==> config.mk <==
export PLATFORM = sky130hd
export DESIGN_NAME = fmvb_voice_ram
export DESIGN_NICKNAME = d
export VERILOG_FILES = /design/src/hw/rtl/fmvb_voice_ram.sv
export SDC_FILE = /design/constraint.sdc
export NUM_CORES = 1
export LEC_CHECK = 0
export BUFFER_PORTS_ARGS = -buffer_cell sky130_fd_sc_hd__buf_2
export CAP_MARGIN = 5
export CORE_UTILIZATION = 45
export CTS_CLUSTER_DIAMETER = 50
export DETAILED_ROUTE_END_ITERATION = 7
export SYNTH_ARGS = -nofsm -noshare
export SYNTH_HDL_FRONTEND = slang
export SYNTH_SLANG_ARGS = --single-unit
export TNS_END_PERCENT = 5
==> constraint.sdc <==
create_clock -name clk -period 2.4 [get_ports clk]
set_clock_uncertainty 0.1 [all_clocks]
set_input_delay 0.36 -clock clk [delete_from_list [all_inputs] [get_ports clk]]
set_output_delay 0.36 -clock clk [all_outputs]
set_load 0.03 [all_outputs]
==> src/hw/rtl/fmvb_voice_ram.sv <==
module fmvb_voice_ram #(
    parameter int WIDTH = 8,
    parameter int DEPTH = 32,
    localparam int AW = (DEPTH > 1) ? $clog2(DEPTH) : 1
) (
    input  logic             clk,
    input  logic             rst_n,
    input  logic             wr_en,
    input  logic [AW-1:0]    wr_addr,
    input  logic [WIDTH-1:0] wr_data,
    input  logic             rd_en,
    input  logic [AW-1:0]    rd_addr,
    output logic [WIDTH-1:0] rd_data
);

    logic [WIDTH-1:0] ram [DEPTH];
    logic             vld_reg [DEPTH];
    logic [WIDTH-1:0] data_q_reg;
    logic             vld_q_reg;

    // storage and registered read
    always_ff @(posedge clk)
    begin
        if (wr_en)
        begin
            ram[wr_addr] <= wr_data;
        end
        if (rd_en)
        begin
            data_q_reg <= ram[rd_addr];
        end
    end

    // per-entry valid bits, unwritten entries read as zero
    always_ff @(posedge clk or negedge rst_n)
    begin
        if (!rst_n)
        begin
            for (int i = 0; i < DEPTH; i++)
            begin
                vld_reg[i] <= 1'b0;
            end
            vld_q_reg <= 1'b0;
        end
        else
        begin
            if (wr_en)
            begin
                vld_reg[wr_addr] <= 1'b1;
            end
            if (rd_en)
            begin
                vld_q_reg <= vld_reg[rd_addr];
            end
        end
    end

    assign rd_data = vld_q_reg ? data_q_reg : '0;

endmodule

Word-level counts from Yosys, hierarchy flattened. Memories as Yosys holds them, arrays and structs flattened. A register that Yosys moved wholly into a read port is not among the register bits. Index checks and enable logic that the tools add are counted.

$lt $le $gt $ge: 3. Mux-type cells: 8. Bitwise operators: 3. Reductions and logical operators: 1.

Operator list (count): $or 32x32->32 (1); $ge 6x6->1 const B (2); $not 5->6 (2); $mux 8 (1); $lt 6x1->1 const B (1); $bmux 1 s5 (1); $demux 1 s5 (1); $mux 1 (5); $logic_and 1x1->1 (1).

Register bits after elaboration: 33. RAM bits: 256. Input bits: 22. Output and inout bits: 8. Word-level logic and storage cells: 49. Memories: 1.

Memory list: ram (depth 32, width 8, rd ports 1, clocked after Yosys merged registers in 1, wr ports 1, line 16) `logic [WIDTH-1:0] ram [DEPTH];`.

Longest topological paths before layout.
Word-level depth: 6. Gate-level depth with buffers: 8. Gate-level depth less buffers: 5.

Least setup slack after synthesis. No wires, ideal clock.

Path type: input -> register. From: input rd_addr[0]. To: register data_q_reg[0], read port of ram (data pin). Library setup time: 260 ps. Data arrival time: 1954 ps. Data required time: 2040 ps. Slack: 87 ps. Stages: 5. Path buffers: 2. Cells stage by stage: buf_2 > buf_4 > mux4_2 > mux4_2 > mux2_2.

RTL lines: start, declared (line 12) `input logic [AW-1:0] rd_addr,`; end, declared (line 18) `logic [WIDTH-1:0] data_q_reg;`.

==> flow_metrics.tcl <==
set metrics [dict create \
    power.switching_mw 2.35 \
    largest_register_ffs 256 \
    core_um2 25200 \
    fin_cells 974 \
    cp-end-kind "flip-flop" \
    finalSetupTns_ps 0 \
    ys.warnings.count 0 \
    finalPower_mw 11.2 \
    yosys.cell_types.count 26 \
    endpoint "data_q_reg[6]" \
    crit_top_cell "mux4_2" \
    dp_cells 918 \
    slew_viol_final 0 \
    viasPerCell 5.54 \
    worstPathArrival_ps 2230 \
    drc_errors 0 \
    syn_inst 533 \
    ys_ff_latch 297 \
    dieArea_um2 26300 \
    h-tree-depth 1 \
    yosysTopAreaCell "edfxtp_1" \
    ys_top_cells_by_area "edfxtp_1 69%, mux4_2 16%, dfrtp_1 7.2%" \
    worst_slack_ps 364 \
    seq_power_share_pct 52.6 \
    totalWireLength_um 24400 \
    cts_buffers 30 \
    drv_cap 0 \
    overflow 0 \
    startpoint "ram[28][6]" \
    ff2ff_path_depth 3 \
    io_pins 30 \
    period_share_pct 84.9 \
    antennaDiodeCount 0 \
    share_comb_of_total_power_pct 6.8 \
    die_h_um 162 \
    drtAntennaViolNets 0 \
    slew_headroom_pct 49.2 \
    die_w_um 162 \
    cp-start-kind "flip-flop" \
    syn_to_final_growth_pct 16.3 \
    drt_iter0_drc 527 \
    r2r_slack_ps 360 \
    cts.sinks 297 \
    peakVddDrop_uv 418 \
    worst_skew_pair.late_latency_ps 550 \
    status "completed" \
    start_util_pct 45.8 \
    slowest_stage "mux4_2" \
    post_cts_buffers 0 \
    clock_path_buffers 3 \
    synth_top_area_share_pct 68.8 \
    r2r-start "ram[28][6]" \
    clockPowerShare_pct 40.6 \
    dp_hpwl_um 15100 \
    cts_tree "yes" \
    dp_slack_ps -178 \
    switching_share_pct 20.9 \
    ys_seq_area_share_pct 76.0 \
    synth_area_um2 11500 \
    wl_per_cell_um 25.1 \
    syn-num-nets 555 \
    clockRootBuffer "clkbuf_16" \
    max_freq_mhz 491 \
    setup_violations 0 \
    antenna_found_initial 3 \
    internal-power_mw 8.87 \
    grt_pass1_vias 5716 \
    leakagePower_nw 4.51 \
    rsz0062_at_grt "no" \
    vias 5392 \
    portBuffers 29 \
    clk_pin_slew_worst_paths_ps 60 \
    firstDrtPassIters 5 \
    cp.required_ps 2590 \
    r2r_end "data_q_reg[6]" \
    grt_pass1_wl_um 36500 \
    critical_path.max_fanout 1 \
    cp_cell_sequence "mux4_2, mux4_2, mux2_2" \
    crit_type "flip-flop to flip-flop" \
    tightest_slew_ps 762 \
    min_path_type "input pin to flip-flop" \
    avgSynthCellArea_um2 21.6 \
    cpPeakStageDelay_ps 530 \
    grt_use_total_pct 19.5 \
    final_core_util_pct 53.2 \
    drive_gt1_share_pct 37.6 \
    min_period_ps 2040 \
    nNetsFinal 643 \
    gp_congestion 0.755 \
    grt_max_degree 34 \
    p_per_area_nw_per_um2 837 \
    hold_viol 0 \
    row_count 58 \
]
## through the flow
stage                     instance area [um^2]  hold slack [ps]
after floorplan                          11500            -35.6
after global placement                   12400              348
after detailed placement                 12400              351
after CTS                                13400             98.7
after global routing                     13400              100
final                                    13400              121
## final cells by class
type	count	area (um^2)
multi-input combinational	213	2650
fill	1937	11800
sequential	297	8750
clock inverter	18	168
tap	330	413
timing repair buffer	79	626
clock buffer	37	798
## worst max-delay path: cells and delay by family, from the launching register on
family  cells  cell delay, ps
flops       1             370
mux         3            1310
## placed cells by master, fill, tap and decap left out, drive strengths merged, types with 3 or more instances in the layout
cell type and count:
a21oi 3, a22oi 3, and2 9, buf 78, bufinv 3, clkbuf 37, clkinv 12, dfrtp 33
edfxtp 264, mux2 8, mux2i 16, mux4 80, nand2 5, nand3 3, nand3b 5, nor2 35
or2 32, or3b 3
## cells in the mapped netlist, drive strengths merged
| cell | count |
|---|---|
| or3 | 1 |
| dfrtp | 33 |
| a211oi | 1 |
| nor2 | 35 |
| edfxtp | 264 |
| a21oi | 3 |
| clkbuf | 9 |
| a31oi | 1 |
| a22o | 1 |
| mux2i | 16 |
| mux2 | 8 |
| nand3 | 3 |
| nand3b | 5 |
| nand2b | 2 |
| or2 | 32 |
| mux4 | 80 |
| nand2 | 5 |
| buf | 14 |
| nand4 | 1 |
| nor2b | 2 |
| and3 | 1 |
| a22oi | 3 |
| or3b | 3 |
| a41oi | 1 |
| and2 | 9 |
## metal layers
metal / GRT usage, % / part of all wire, % / up-vias
met3: 2.89 / 5.8 / 31
met1: 27.8 / 43 / 2853
li1: - / - / 2354
met4: 4.89 / 1.5 / 0
met2: 31.8 / 49 / 154
met5: 0 / 0 / -
## repair_timing
item,4_1_cts,5_1_grt
hold buffers,1,0
gates resized for setup,0,0
hold endpoints to repair,33,0
## how the worst min path moves through the flow
stage	startpoint	end	cells past startpoint
2_1_floorplan	rst_n	vld_q_reg	0
3_3_place_gp	rst_n	vld_reg[17]	1
3_5_place_dp	vld_reg[11]	vld_reg[11]	1
4_1_cts	rd_en	data_q_reg[3]	1
5_1_grt	rd_en	data_q_reg[5]	1
6_report	rd_en	data_q_reg[5]	1
## cell families (layout without fill, tap and decap cells)
| logic type | Yosys count | in the layout | synth area share [%] |
|---|---|---|---|
| flops | 297 | 297 | 76.0 |
| mux | 104 | 104 | 17.8 |
| simple gates | 99 | 99 | 4.59 |
| buf+inv | 23 | 134 | 1.05 |
| compound gates | 10 | 10 | 0.597 |
## power groups by stage
stage	combinational (mW)	sequential [mW]	clock (mW)
4_1_cts	0.776	5.91	4.63
3_3_place_gp	0.755	6.00	0
5_1_grt	0.821	5.93	4.84
6_report	0.760	5.91	4.55
2_1_floorplan	0.490	5.98	0
3_5_place_dp	0.773	6.01	0
Power figures use the tool's default switching activity.
